==> src/sv/config_language_tokenizer_macros.svh <==
// Assertion helpers for the tokenizer
`ifndef CONFIG_LANGUAGE_TOKENIZER_MACROS_SVH
`define CONFIG_LANGUAGE_TOKENIZER_MACROS_SVH

// same-cycle implication
`define CLT_ASSERT_NOW(label, ante, cons, msg) \
  label: assert property (@(posedge clk) disable iff (rst) (ante) |-> (cons)) else $error(msg);

// next-cycle implication
`define CLT_ASSERT_NEXT(label, ante, cons, msg) \
  label: assert property (@(posedge clk) disable iff (rst) (ante) |=> (cons)) else $error(msg);

`endif

==> src/sv/clt_pkg.sv <==
package clt_pkg;

  localparam int PosW = 24;
  localparam logic [PosW-1:0] PosMax = '1;

  localparam logic [1:0] EV_TEXT    = 2'd0;
  localparam logic [1:0] EV_END     = 2'd1;
  localparam logic [1:0] EV_ABANDON = 2'd2;
  localparam logic [1:0] EV_ERROR   = 2'd3;

  localparam logic [4:0] KIND_IDENT    = 5'd0;
  localparam logic [4:0] KIND_INT      = 5'd10;
  localparam logic [4:0] KIND_NUMBER   = 5'd11;
  localparam logic [4:0] KIND_STRING   = 5'd12;
  localparam logic [4:0] KIND_ASSIGN   = 5'd13;
  localparam logic [4:0] KIND_LBRACE   = 5'd14;
  localparam logic [4:0] KIND_RBRACE   = 5'd15;
  localparam logic [4:0] KIND_LBRACKET = 5'd16;
  localparam logic [4:0] KIND_RBRACKET = 5'd17;
  localparam logic [4:0] KIND_COMMA    = 5'd18;
  localparam logic [4:0] KIND_EOF      = 5'd19;

  localparam logic [1:0] ERR_EXTRA_POINT  = 2'd0;
  localparam logic [1:0] ERR_UNTERMINATED = 2'd1;
  localparam logic [1:0] ERR_ESCAPE       = 2'd2;
  localparam logic [1:0] ERR_UNEXPECTED   = 2'd3;

  localparam int NumKeywords = 9;
  localparam int KeywordMax  = 10;

  // left-justified, first character in the top byte
  localparam logic [KeywordMax*8-1:0] KW_TEXT [NumKeywords] = '{
    {"game", 48'h0}, {"world", 40'h0}, {"terrain", 24'h0}, "vegetation",
    {"building", 16'h0}, {"vehicle", 24'h0}, "procedural", {"true", 48'h0},
    {"false", 40'h0}
  };
  localparam logic [4:0] KW_LEN [NumKeywords] = '{
    5'd4, 5'd5, 5'd7, 5'd10, 5'd8, 5'd7, 5'd10, 5'd4, 5'd5
  };

  localparam int EventsPerBeat = 4;
  localparam int QueueDepth    = 4;
  localparam int QPtrW         = $clog2(QueueDepth);

  typedef struct packed {
    logic [7:0] source_byte;
    logic       end_of_source;
  } clt_item_t;

  typedef struct packed {
    logic [1:0]      event_type;
    logic [4:0]      token_kind;
    logic [1:0]      error_code;
    logic [7:0]      text_byte;
    logic [PosW-1:0] position_offset;
    logic [PosW-1:0] position_line;
    logic [PosW-1:0] position_column;
    logic            last_of_run;
  } clt_result_t;

  typedef struct packed {
    logic [1:0]      event_type;
    logic [4:0]      token_kind;
    logic [1:0]      error_code;
    logic [7:0]      text_byte;
    logic [PosW-1:0] position_offset;
    logic [PosW-1:0] position_line;
    logic [PosW-1:0] position_column;
  } clt_event_t;

  typedef struct packed {
    logic [2:0]                         count;
    clt_event_t [EventsPerBeat-1:0]     ev;
  } clt_bundle_t;

  typedef struct packed {
    logic           full;
    logic           empty;
    logic [QPtrW:0] count;
  } clt_qstat_t;

endpackage

==> src/sv/clt_front.sv <==
module clt_front #(
  parameter longint unsigned MAX_SOURCE_BYTES = 64'd16777216,
  parameter int              KEYWORD_CHARS    = 10
) (
  input  logic               clk,
  input  logic               rst,
  input  logic               take,
  input  clt_pkg::clt_item_t item,
  output clt_pkg::clt_bundle_t bundle
);
  import clt_pkg::*;

  localparam int CW = $clog2(MAX_SOURCE_BYTES + 64'd1);
  localparam int LW = $clog2(KEYWORD_CHARS + 2);
  localparam int IW = $clog2(KEYWORD_CHARS);

  localparam logic [3:0] M_IDLE    = 4'd0;
  localparam logic [3:0] M_SLASH   = 4'd1;
  localparam logic [3:0] M_COMMENT = 4'd2;
  localparam logic [3:0] M_MINUS   = 4'd3;
  localparam logic [3:0] M_WORD    = 4'd4;
  localparam logic [3:0] M_INT     = 4'd5;
  localparam logic [3:0] M_FRAC    = 4'd6;
  localparam logic [3:0] M_BADNUM  = 4'd7;
  localparam logic [3:0] M_STR     = 4'd8;
  localparam logic [3:0] M_ESC     = 4'd9;

  logic [3:0]      mode, mode_next;
  logic [7:0]      word_store [KEYWORD_CHARS];
  logic [LW-1:0]   word_length, word_length_next;
  logic            decimal_seen, decimal_seen_next;
  logic [PosW-1:0] byte_offset, byte_offset_next;
  logic [PosW-1:0] line_number, line_number_next;
  logic [PosW-1:0] column_number, column_number_next;
  logic [PosW-1:0] start_offset, start_offset_next;
  logic [PosW-1:0] start_line, start_line_next;
  logic [PosW-1:0] start_column, start_column_next;
  logic [CW-1:0]   bytes_taken, bytes_taken_next;

  logic            wr_en;
  logic [IW-1:0]   wr_idx;
  logic [4:0]      word_kind;
  logic [7:0]      c;
  logic            fresh;
  logic [2:0]      n;

  function automatic clt_event_t make_ev(logic [1:0] t, logic [4:0] k, logic [1:0] e,
                                         logic [7:0] b, logic [PosW-1:0] o,
                                         logic [PosW-1:0] l, logic [PosW-1:0] col);
    clt_event_t r;
    r.event_type      = t;
    r.token_kind      = k;
    r.error_code      = e;
    r.text_byte       = b;
    r.position_offset = o;
    r.position_line   = l;
    r.position_column = col;
    return r;
  endfunction

  function automatic logic is_digit(logic [7:0] x);
    return x >= "0" && x <= "9";
  endfunction

  function automatic logic is_alpha(logic [7:0] x);
    return (x >= "a" && x <= "z") || (x >= "A" && x <= "Z");
  endfunction

  function automatic logic is_space(logic [7:0] x);
    return x == " " || (x >= 8'd9 && x <= 8'd13);
  endfunction

  assign c = item.source_byte;

  always_comb begin
    logic hit;
    word_kind = KIND_IDENT;
    for (int k = 0; k < NumKeywords; k++) begin
      hit = (word_length == LW'(KW_LEN[k]));
      for (int i = 0; i < KeywordMax; i++) begin
        if (i < int'(KW_LEN[k]) && word_store[i] != KW_TEXT[k][(KeywordMax-1-i)*8 +: 8]) begin
          hit = 1'b0;
        end
      end
      if (hit && word_kind == KIND_IDENT) begin
        word_kind = 5'(k + 1);
      end
    end
  end

  always_comb begin
    mode_next          = mode;
    word_length_next   = word_length;
    decimal_seen_next  = decimal_seen;
    byte_offset_next   = byte_offset;
    line_number_next   = line_number;
    column_number_next = column_number;
    start_offset_next  = start_offset;
    start_line_next    = start_line;
    start_column_next  = start_column;
    bytes_taken_next   = bytes_taken;
    wr_en              = 1'b0;
    wr_idx             = word_length[IW-1:0];
    fresh              = 1'b0;
    n                  = 3'd0;
    bundle             = '0;

    if (item.end_of_source) begin
      unique case (mode) inside
        M_WORD: begin
          bundle.ev[n[1:0]] = make_ev(EV_END, word_kind, ERR_EXTRA_POINT, 8'd0,
                                      start_offset, start_line, start_column);
          n = n + 3'd1;
        end
        M_INT, M_FRAC, M_BADNUM: begin
          bundle.ev[n[1:0]] = make_ev(EV_END, decimal_seen ? KIND_NUMBER : KIND_INT,
                                      ERR_EXTRA_POINT, 8'd0,
                                      start_offset, start_line, start_column);
          n = n + 3'd1;
        end
        M_SLASH, M_MINUS: begin
          bundle.ev[n[1:0]] = make_ev(EV_ERROR, KIND_IDENT, ERR_UNEXPECTED, 8'd0,
                                      start_offset, start_line, start_column);
          n = n + 3'd1;
        end
        M_STR, M_ESC: begin
          bundle.ev[n[1:0]] = make_ev(EV_ABANDON, KIND_STRING, ERR_EXTRA_POINT, 8'd0,
                                      start_offset, start_line, start_column);
          n = n + 3'd1;
        end
        default: ;
      endcase
      bundle.ev[n[1:0]] = make_ev(EV_END, KIND_EOF, ERR_EXTRA_POINT, 8'd0,
                                  byte_offset, line_number, column_number);
      n = n + 3'd1;
      mode_next          = M_IDLE;
      word_length_next   = '0;
      decimal_seen_next  = 1'b0;
      byte_offset_next   = '0;
      line_number_next   = PosW'(1);
      column_number_next = PosW'(1);
      start_offset_next  = '0;
      start_line_next    = PosW'(1);
      start_column_next  = PosW'(1);
      bytes_taken_next   = '0;
    end else if (bytes_taken < CW'(MAX_SOURCE_BYTES)) begin
      bytes_taken_next = bytes_taken + CW'(1);
      unique case (mode)
        M_IDLE: fresh = 1'b1;
        M_SLASH: begin
          if (c == "/") begin
            mode_next = M_COMMENT;
          end else begin
            bundle.ev[n[1:0]] = make_ev(EV_ERROR, KIND_IDENT, ERR_UNEXPECTED, 8'd0,
                                        start_offset, start_line, start_column);
            n = n + 3'd1;
            fresh = 1'b1;
          end
        end
        M_COMMENT: begin
          if (c == 8'h0A) begin
            mode_next = M_IDLE;
          end
        end
        M_MINUS: begin
          if (is_digit(c)) begin
            bundle.ev[n[1:0]] = make_ev(EV_TEXT, KIND_IDENT, ERR_EXTRA_POINT, "-",
                                        start_offset, start_line, start_column);
            n = n + 3'd1;
            bundle.ev[n[1:0]] = make_ev(EV_TEXT, KIND_IDENT, ERR_EXTRA_POINT, c,
                                        start_offset, start_line, start_column);
            n = n + 3'd1;
            decimal_seen_next = 1'b0;
            mode_next = M_INT;
          end else begin
            bundle.ev[n[1:0]] = make_ev(EV_ERROR, KIND_IDENT, ERR_UNEXPECTED, 8'd0,
                                        start_offset, start_line, start_column);
            n = n + 3'd1;
            fresh = 1'b1;
          end
        end
        M_WORD: begin
          if (is_alpha(c) || is_digit(c) || c == "_") begin
            wr_en = (word_length < LW'(KEYWORD_CHARS));
            if (word_length <= LW'(KEYWORD_CHARS)) begin
              word_length_next = word_length + LW'(1);
            end
            bundle.ev[n[1:0]] = make_ev(EV_TEXT, KIND_IDENT, ERR_EXTRA_POINT, c,
                                        start_offset, start_line, start_column);
            n = n + 3'd1;
          end else begin
            bundle.ev[n[1:0]] = make_ev(EV_END, word_kind, ERR_EXTRA_POINT, 8'd0,
                                        start_offset, start_line, start_column);
            n = n + 3'd1;
            fresh = 1'b1;
          end
        end
        M_INT: begin
          if (is_digit(c) || c == ".") begin
            bundle.ev[n[1:0]] = make_ev(EV_TEXT, KIND_IDENT, ERR_EXTRA_POINT, c,
                                        start_offset, start_line, start_column);
            n = n + 3'd1;
            if (c == ".") begin
              decimal_seen_next = 1'b1;
              mode_next = M_FRAC;
            end
          end else begin
            bundle.ev[n[1:0]] = make_ev(EV_END, KIND_INT, ERR_EXTRA_POINT, 8'd0,
                                        start_offset, start_line, start_column);
            n = n + 3'd1;
            fresh = 1'b1;
          end
        end
        M_FRAC: begin
          if (is_digit(c)) begin
            bundle.ev[n[1:0]] = make_ev(EV_TEXT, KIND_IDENT, ERR_EXTRA_POINT, c,
                                        start_offset, start_line, start_column);
            n = n + 3'd1;
          end else if (c == ".") begin
            bundle.ev[n[1:0]] = make_ev(EV_ERROR, KIND_IDENT, ERR_EXTRA_POINT, 8'd0,
                                        start_offset, start_line, start_column);
            n = n + 3'd1;
            bundle.ev[n[1:0]] = make_ev(EV_TEXT, KIND_IDENT, ERR_EXTRA_POINT, c,
                                        start_offset, start_line, start_column);
            n = n + 3'd1;
            mode_next = M_BADNUM;
          end else begin
            bundle.ev[n[1:0]] = make_ev(EV_END, KIND_NUMBER, ERR_EXTRA_POINT, 8'd0,
                                        start_offset, start_line, start_column);
            n = n + 3'd1;
            fresh = 1'b1;
          end
        end
        M_BADNUM: begin
          if (is_digit(c) || c == ".") begin
            bundle.ev[n[1:0]] = make_ev(EV_TEXT, KIND_IDENT, ERR_EXTRA_POINT, c,
                                        start_offset, start_line, start_column);
            n = n + 3'd1;
          end else begin
            bundle.ev[n[1:0]] = make_ev(EV_END, KIND_NUMBER, ERR_EXTRA_POINT, 8'd0,
                                        start_offset, start_line, start_column);
            n = n + 3'd1;
            fresh = 1'b1;
          end
        end
        M_STR: begin
          if (c == "\"") begin
            bundle.ev[n[1:0]] = make_ev(EV_END, KIND_STRING, ERR_EXTRA_POINT, 8'd0,
                                        start_offset, start_line, start_column);
            n = n + 3'd1;
            mode_next = M_IDLE;
          end else if (c == 8'h0A) begin
            bundle.ev[n[1:0]] = make_ev(EV_ERROR, KIND_IDENT, ERR_UNTERMINATED, 8'd0,
                                        start_offset, start_line, start_column);
            n = n + 3'd1;
            bundle.ev[n[1:0]] = make_ev(EV_ABANDON, KIND_STRING, ERR_EXTRA_POINT, 8'd0,
                                        start_offset, start_line, start_column);
            n = n + 3'd1;
            fresh = 1'b1;
          end else if (c == "\\") begin
            mode_next = M_ESC;
          end else begin
            bundle.ev[n[1:0]] = make_ev(EV_TEXT, KIND_IDENT, ERR_EXTRA_POINT, c,
                                        start_offset, start_line, start_column);
            n = n + 3'd1;
          end
        end
        M_ESC: begin
          mode_next = M_STR;
          case (c)
            "n": bundle.ev[n[1:0]] = make_ev(EV_TEXT, KIND_IDENT, ERR_EXTRA_POINT, 8'h0A,
                                             start_offset, start_line, start_column);
            "r": bundle.ev[n[1:0]] = make_ev(EV_TEXT, KIND_IDENT, ERR_EXTRA_POINT, 8'h0D,
                                             start_offset, start_line, start_column);
            "t": bundle.ev[n[1:0]] = make_ev(EV_TEXT, KIND_IDENT, ERR_EXTRA_POINT, 8'h09,
                                             start_offset, start_line, start_column);
            "\"", "\\": bundle.ev[n[1:0]] = make_ev(EV_TEXT, KIND_IDENT, ERR_EXTRA_POINT, c,
                                             start_offset, start_line, start_column);
            default: begin
              bundle.ev[n[1:0]] = make_ev(EV_ERROR, KIND_IDENT, ERR_ESCAPE, 8'd0,
                                          byte_offset, line_number, column_number);
              n = n + 3'd1;
              bundle.ev[n[1:0]] = make_ev(EV_TEXT, KIND_IDENT, ERR_EXTRA_POINT, c,
                                          start_offset, start_line, start_column);
            end
          endcase
          n = n + 3'd1;
        end
        default: fresh = 1'b1;
      endcase

      if (fresh) begin
        mode_next = M_IDLE;
        if (!is_space(c)) begin
          start_offset_next = byte_offset;
          start_line_next   = line_number;
          start_column_next = column_number;
          if (c == "/") begin
            mode_next = M_SLASH;
          end else if (c == "-") begin
            mode_next = M_MINUS;
          end else if (c == "\"") begin
            mode_next = M_STR;
          end else if (is_alpha(c) || c == "_") begin
            mode_next        = M_WORD;
            wr_en            = 1'b1;
            wr_idx           = '0;
            word_length_next = LW'(1);
            bundle.ev[n[1:0]] = make_ev(EV_TEXT, KIND_IDENT, ERR_EXTRA_POINT, c,
                                        byte_offset, line_number, column_number);
            n = n + 3'd1;
          end else if (is_digit(c)) begin
            mode_next         = M_INT;
            decimal_seen_next = 1'b0;
            bundle.ev[n[1:0]] = make_ev(EV_TEXT, KIND_IDENT, ERR_EXTRA_POINT, c,
                                        byte_offset, line_number, column_number);
            n = n + 3'd1;
          end else if (c == "=" || c == "{" || c == "}" || c == "[" || c == "]" ||
                       c == ",") begin
            bundle.ev[n[1:0]] = make_ev(EV_TEXT, KIND_IDENT, ERR_EXTRA_POINT, c,
                                        byte_offset, line_number, column_number);
            n = n + 3'd1;
            bundle.ev[n[1:0]] = make_ev(EV_END,
                                        (c == "=") ? KIND_ASSIGN :
                                        (c == "{") ? KIND_LBRACE :
                                        (c == "}") ? KIND_RBRACE :
                                        (c == "[") ? KIND_LBRACKET :
                                        (c == "]") ? KIND_RBRACKET : KIND_COMMA,
                                        ERR_EXTRA_POINT, 8'd0,
                                        byte_offset, line_number, column_number);
            n = n + 3'd1;
          end else begin
            bundle.ev[n[1:0]] = make_ev(EV_ERROR, KIND_IDENT, ERR_UNEXPECTED, 8'd0,
                                        byte_offset, line_number, column_number);
            n = n + 3'd1;
          end
        end
      end

      if (byte_offset < PosMax) begin
        byte_offset_next = byte_offset + PosW'(1);
      end
      if (c == 8'h0A) begin
        if (line_number < PosMax) begin
          line_number_next = line_number + PosW'(1);
        end
        column_number_next = PosW'(1);
      end else if (column_number < PosMax) begin
        column_number_next = column_number + PosW'(1);
      end
    end
    bundle.count = n;
  end

  always_ff @(posedge clk) begin
    if (rst) begin
      mode          <= M_IDLE;
      word_length   <= '0;
      decimal_seen  <= 1'b0;
      byte_offset   <= '0;
      line_number   <= PosW'(1);
      column_number <= PosW'(1);
      start_offset  <= '0;
      start_line    <= PosW'(1);
      start_column  <= PosW'(1);
      bytes_taken   <= '0;
    end else if (take) begin
      mode          <= mode_next;
      word_length   <= word_length_next;
      decimal_seen  <= decimal_seen_next;
      byte_offset   <= byte_offset_next;
      line_number   <= line_number_next;
      column_number <= column_number_next;
      start_offset  <= start_offset_next;
      start_line    <= start_line_next;
      start_column  <= start_column_next;
      bytes_taken   <= bytes_taken_next;
    end
  end

  always_ff @(posedge clk) begin
    if (take && !item.end_of_source && wr_en) begin
      word_store[wr_idx] <= c;
    end
  end

endmodule

==> src/sv/clt_queue.sv <==
module clt_queue (
  input  logic                 clk,
  input  logic                 rst,
  input  logic                 wr,
  input  clt_pkg::clt_bundle_t wr_data,
  input  logic                 rd,
  output clt_pkg::clt_bundle_t head,
  output clt_pkg::clt_qstat_t  stat
);
  import clt_pkg::*;

  clt_bundle_t    slots [QueueDepth];
  logic [QPtrW-1:0] wr_ptr, rd_ptr;
  logic [QPtrW:0]   count;
  logic             do_wr, do_rd;

  assign stat.full  = (count == (QPtrW+1)'(QueueDepth));
  assign stat.empty = (count == '0);
  assign stat.count = count;
  assign do_wr      = wr && !stat.full;
  assign do_rd      = rd && !stat.empty;
  assign head       = slots[rd_ptr];

  always_ff @(posedge clk) begin
    if (rst) begin
      wr_ptr <= '0;
      rd_ptr <= '0;
      count  <= '0;
    end else begin
      if (do_wr) begin
        wr_ptr <= wr_ptr + QPtrW'(1);
      end
      if (do_rd) begin
        rd_ptr <= rd_ptr + QPtrW'(1);
      end
      if (do_wr && !do_rd) begin
        count <= count + (QPtrW+1)'(1);
      end else if (do_rd && !do_wr) begin
        count <= count - (QPtrW+1)'(1);
      end
    end
  end

  always_ff @(posedge clk) begin
    if (do_wr) begin
      slots[wr_ptr] <= wr_data;
    end
  end

endmodule

==> src/sv/clt_back.sv <==
module clt_back (
  input  logic                 clk,
  input  logic                 rst,
  input  clt_pkg::clt_bundle_t head,
  input  clt_pkg::clt_qstat_t  qstat,
  input  logic                 pop,
  output logic                 q_rd,
  output logic                 empty,
  output clt_pkg::clt_result_t result
);
  import clt_pkg::*;

  logic [1:0] idx;
  logic       last;
  clt_event_t cur;

  assign cur   = head.ev[idx];
  assign last  = ({1'b0, idx} == head.count - 3'd1);
  assign empty = qstat.empty;
  assign q_rd  = pop && !empty && last;

  assign result.event_type      = cur.event_type;
  assign result.token_kind      = cur.token_kind;
  assign result.error_code      = cur.error_code;
  assign result.text_byte       = cur.text_byte;
  assign result.position_offset = cur.position_offset;
  assign result.position_line   = cur.position_line;
  assign result.position_column = cur.position_column;
  assign result.last_of_run     = last;

  always_ff @(posedge clk) begin
    if (rst) begin
      idx <= '0;
    end else if (pop && !empty) begin
      idx <= last ? 2'd0 : idx + 2'd1;
    end
  end

endmodule

==> src/sv/config_language_tokenizer.sv <==
// Streaming tokenizer: one source byte (or the end marker) is taken per cycle while full is
// low; each byte yields zero to three events, which leave one per cycle while pop is high
// through the result queue, with last_of_run on the final event of each byte. The lexer
// front runs a single state step per byte and hands its events, as one group, to a
// four-group queue; the back end walks each group one event per cycle in which pop is
// high, so a byte that makes several events holds the output until all are popped, and
// the queue absorbs bursts of them. A taken byte's events are registered into the queue.
`include "config_language_tokenizer_macros.svh"

module config_language_tokenizer #(
  parameter longint unsigned MAX_SOURCE_BYTES = 64'd16777216,
  parameter int              KEYWORD_CHARS    = 10
) (
  input  logic                 clk,
  input  logic                 rst,
  input  logic                 push,
  output logic                 full,
  input  clt_pkg::clt_item_t   item,
  output logic                 empty,
  input  logic                 pop,
  output clt_pkg::clt_result_t result
);
  import clt_pkg::*;

  clt_bundle_t bundle, head;
  clt_qstat_t  qstat;
  logic        take, q_rd;

  assign full = qstat.full;
  assign take = push && !full;

  clt_front #(
    .MAX_SOURCE_BYTES(MAX_SOURCE_BYTES),
    .KEYWORD_CHARS   (KEYWORD_CHARS)
  ) u_front (
    .clk   (clk),
    .rst   (rst),
    .take  (take),
    .item  (item),
    .bundle(bundle)
  );

  clt_queue u_queue (
    .clk    (clk),
    .rst    (rst),
    .wr     (take && bundle.count != 3'd0),
    .wr_data(bundle),
    .rd     (q_rd),
    .head   (head),
    .stat   (qstat)
  );

  clt_back u_back (
    .clk   (clk),
    .rst   (rst),
    .head  (head),
    .qstat (qstat),
    .pop   (pop),
    .q_rd  (q_rd),
    .empty (empty),
    .result(result)
  );

  `CLT_ASSERT_NOW(a_eof_last, !empty && result.token_kind == KIND_EOF, result.last_of_run, "end-of-file event not last of its beat")
  `CLT_ASSERT_NOW(a_error_kind, !empty && result.event_type == EV_ERROR, result.token_kind == KIND_IDENT, "error event carries a token kind")
  `CLT_ASSERT_NEXT(a_run_holds, pop && !empty && !result.last_of_run, !empty, "events of a beat lost")
  `CLT_ASSERT_NEXT(a_eof_queued, push && !full && item.end_of_source, !empty, "end marker produced no event")

endmodule
==> config.mk <==
export PLATFORM = sky130hd
export DESIGN_NAME = config_language_tokenizer
export DESIGN_NICKNAME = d
export VERILOG_FILES = /design/src/sv/clt_pkg.sv /design/src/sv/clt_front.sv /design/src/sv/clt_queue.sv /design/src/sv/clt_back.sv /design/src/sv/config_language_tokenizer.sv
export VERILOG_INCLUDE_DIRS = /design/src /design/src/sv
export SDC_FILE = /design/constraint.sdc
export NUM_CORES = 2
export LEC_CHECK = 0
export BUFFER_PORTS_ARGS = -buffer_cell sky130_fd_sc_hd__buf_2
export CAP_MARGIN = 30
export CELL_PAD_IN_SITES_DETAIL_PLACEMENT = 1
export CELL_PAD_IN_SITES_GLOBAL_PLACEMENT = 1
export CORE_UTILIZATION = 61
export CTS_BUF_LIST = sky130_fd_sc_hd__clkbuf_2 sky130_fd_sc_hd__clkbuf_4 sky130_fd_sc_hd__clkbuf_8
export DETAILED_ROUTE_END_ITERATION = 10
export PLACE_DENSITY = 0.87
export SYNTH_ARGS = -nofsm -noshare
export SYNTH_HDL_FRONTEND = slang
export SYNTH_HIERARCHICAL = 1
export SYNTH_SLANG_ARGS = --single-unit
==> constraint.sdc <==
create_clock -name clk -period 25.3 [get_ports clk]
set_input_delay 5.06 -clock clk [delete_from_list [all_inputs] [get_ports clk]]
set_output_delay 5.06 -clock clk [all_outputs]
set_load 0.05 [all_outputs]
# After elaboration in Yosys (flattened, before gate mapping)
# Memory sizes are Yosys's and may differ from the RTL's. A register that Yosys moved wholly into a read port is not among the register bits.
# Index checks and enable logic that the tools add are counted.
# totals
ramBits	1516
ff_bits	187
word_cells	470
output_inout_bits	92
inputBits	13
memories	2
# memory_table
memory	depth	word_bits	rd	rd_ports_with_merged_regs	write_ports	line_no	source
u_queue.slots	4	359	1	1	1	clt_queue.sv:12	clt_bundle_t slots [QueueDepth];
u_front.word_store	10	8	10	0	1	clt_front.sv:29	logic [7:0] word_store [KEYWORD_CHARS];
# classes
magnitude_cmp	21
reduce_logical	74
muxes	255
eq_ne	89
addsub	15
# ops
op	count
$mux W356	10
$mux W89	18
$bwmux W356	4
$pmux W89 S4	3
$pmux W89 S8	1
$mux W24	23
$demux W89 S2	3
$ne A8 B7 Y1 const B	46
$mux W80	4
$mux W88	3
$bmux W89 S2	1
$mux W4	37
$mux W1	102
$add A24 B1 Y24 const B	3
$eq A8 B7 Y1 const B	9
$lt A24 B24 Y1 const B	3
$mux W3	20
$mux W5	12
$eq A8 B6 Y1 const B	7
$mux W25	2
$logic_not A5 Y1	8
$eq A4 B3 Y1 const B	7
$pmux W4 S7	1
$add A25 B1 Y25 const B	1
other kinds (44)	126

# Longest topological paths before layout
# An unclocked memory read counts as a cell.
# depth
ltp_word	47
depth_mapped	19
depth_no_buf	17

# Hierarchy
# The synthesis kept the hierarchy.
# by_module_without_submodules
mod	area_each_um2	seq_area_each_um2	n_inst	cells_per_inst
clt_queue	52281.4	43301.5	1	1923
clt_front	16301.9	5965.7	1	1966
clt_back	2353.5	40.0	1	133
config_language_tokenizer	22.5	0.0	1	2

# Worst setup path after synthesis
# OpenSTA, ideal clock, no wires.
# synth_timing
path_type	in2reg
from	input port item[4] in the netlist's numbering
to	memory u_queue/slots[0][0] in the netlist's numbering, enable pin
slack_ps	8442
setup_time_ps	768
arrival_time_ps	16090
required_time_ps	24532
n_path_buf	1
path_stages	13
cell_sequence	buf_2 > or4b_4 > nor2_1 > o211ai_1 > a2111oi_4 > inv_1 > ha_1 > o21a_1 > o21ai_1 > o31a_1 > inv_1 > nor2_1 > and2_1
# synth_lines
element	line_no	source
from (decl)	config_language_tokenizer.sv:18	input clt_pkg::clt_item_t item,
to (decl)	clt_queue.sv:12	

==> reports/qor.yml <==
ys_seq_area_frac: 0.695
hold_ws_ns: 0.489
htreeDepth: 5
postLayoutCoreUtil: 0.683
ios: 105
dr.pass1.iters: 6
finalNetCount: 4238
grt_pass1_vias: 45745
ys_ff_latch: 1705
dieArea_sq_um: 118000
post-place-ws_ns: 12.24
power.leakage_nw: 24.8
maxCapViolCount: 0
drt_iter0_markers: 5605
outcome: "finished, final reports clean"
cts_buffer_depth: 4
crit_required_ns: 25.89
core_sq_um: 115000
gr-usage-all-layers: 0.359
cts_root_buffer: "clkbuf_8"
vias_per_cell: 7.22
gp_congestion: 0.915
fin_crit_sh: 0.470
route.detailed.drc: 0
rsz0062_at_grt: "false"
wirelength_microns: 211000
netlist_top_cells_area: "edfxtp_1 64%, mux4_2 14%, dfxtp_1 5.3%"
die_width_microns: 343
cts_setup_buffers: 0
hold_path.class: "reg -> reg"
port_buffers: 104
wl_per_cell_microns: 35.6
synth_ff_type: "edfxtp_1"
cts_resized: 0
hold_viol_final: 0
grt_overflow: 0
clock_sink_count: 1705
avgSynthCellArea_sq_um: 17.6
slew_headroom: 0.229
synth_cell_type_count: 102
crit_type: "in -> reg"
cp-start-kind: "input port"
num_vias: 42771
die_h_microns: 343
synth_most_common_cell: "edfxtp_1"
grt_pass1_wl_microns: 308000
fmax_ghz: 0.0840
cp_max_fo: 56
antenna_found_initial: 4
skew_ns: 0.0790
powerDensity_nw_per_um2: 92.3
timing.final.ws_setup_ns: 13.40
grt_max_degree: 157
ctsHoldBuffers: 0
setup_tns_ns: 0
arrival_ns: 12.49
tritoncts: "built"
syn2layout_area_growth_pct: 10.4
cts_buffers: 286
yosys_warnings: 6
irDropWorstVdd_v: 0.0000742
crit_path_end_kind: "flop"
instances_no_fill: 5923
initial_core_util: 0.618
clk_pin_slew_ns: 0.06
netlist.area_leader.share: 0.642
dp.cells: 5417
drive_gt1_frac: 0.264
final-max-slew-violation-count: 0
dpl.hpwl_microns: 111000
yosys.area.top_type: "edfxtp_1"
synth_edf_count: 1516
synth_area_sq_um: 71000
setup_violations: 0
ant_nets: 0
tightestPinTransition_ns: 1.16
netlist_instances: 4024
ys_top_cells_by_count: "1516 x edfxtp_1, 448 x mux4_2, 189 x dfxtp_1"
rows: 124
clock_latency_ns: 0.99
async_flop_share: 0
period_minus_slack_ns: 11.90
## worst paths after layout
check / end / cells past startpoint / slack, ns / from
max: u_queue/slots[0][241] / 18 / 13.40 / item[2]
min: u_front/start_column[1] / 2 / 0.49 / u_front/start_column[1]
min reg2reg: u_front/start_column[1] / 2 / 0.49 / u_front/start_column[1]
max reg2reg: u_queue/slots[0][241] / 17 / 17.37 / u_front/mode[0]
## layer usage
layer	track usage	share of wire
met5	0	0.00016
met4	0.174	0.054
met3	0.0723	0.092
met2	0.601	0.51
met1	0.450	0.35
## area by class of cell
| type | instances | area [sq um] |
|---|---|---|
| Sequential cell | 1705 | 49300 |
| Fill cell | 9594 | 36400 |
| Multi-Input combinational cell | 1982 | 19800 |
| Clock buffer | 425 | 5140 |
| Tap cell | 1512 | 1890 |
| Timing Repair Buffer | 193 | 1610 |
| Clock inverter | 68 | 422 |
| Inverter | 36 | 136 |
| Antenna cell | 2 | 5.00 |
## worst max-delay path: stages
cell and delay, ns:
buf_2 0.48, or4b_4 0.59, nor2_1 0.23, o211ai_1 0.22, a2111oi_4 0.77, inv_1 0.23, ha_1 0.35, o21a_1 0.20
o21ai_1 0.30, o31a_1 0.25, inv_1 0.09, nor2_1 0.39, and2_4 0.36, buf_16 0.33, buf_4 0.78, buf_4 0.87
buf_4 0.47, buf_16 0.31
## per-stage QoR
step,total power (W),area (sq um)
after floorplan,0.00445,71000
after global placement,0.00468,72300
after detailed placement,0.00475,72500
after CTS,0.00722,78100
after global routing,0.00740,78400
final,0.00724,78400
## cells in the final DEF, fill, tap and decap left out, types with 63 or more instances in the layout
cell / instances
clkbuf_8: 311
edfxtp_1: 1516
nor2_1: 147
mux4_2: 448
clkbuf_4: 114
a22o_1: 133
buf_4: 63
and2_1: 162
a21oi_1: 136
nand3_1: 132
buf_2: 106
dfxtp_1: 185
nand2_1: 183
## state kept, by name (all words and copies together), names as in the netlist, named ones only
signal and cells:
u_queue/slots 1436, u_front/start_line 24, u_front/word_store 80, u_front/column_number 24, u_queue/wr_ptr 2, u_front/line_number 24, u_front/start_column 24, u_queue/count 3
u_front/word_length 4, u_front/start_offset 24, u_queue/rd_ptr 2, u_back/idx 2, u_front/mode 4, u_front/byte_offset 24, u_front/decimal_seen 1, u_front/bytes_taken 25
## kinds of logic after synthesis
logic type,Yosys count,synth area share
XOR/XNOR,62,0.00765
buffers and inverters,338,0.0263
flip-flops,1705,0.695
multiplexers,453,0.143
other,1,0.0000528
adder cells (fa/ha/maj),21,0.00381
AND/OR/NAND/NOR,951,0.0737
AO/OA/AOI/OAI,493,0.0507
## report_power, final
group	leakage (nW)	internal (W)	switching, W
Combinational	6.31	0.000427	0.000879
Clock	2.96	0.00133	0.00116
Sequential	15.5	0.00333	0.000111
Total	24.8	0.00509	0.00215
Power figures use the tool's default switching activity.
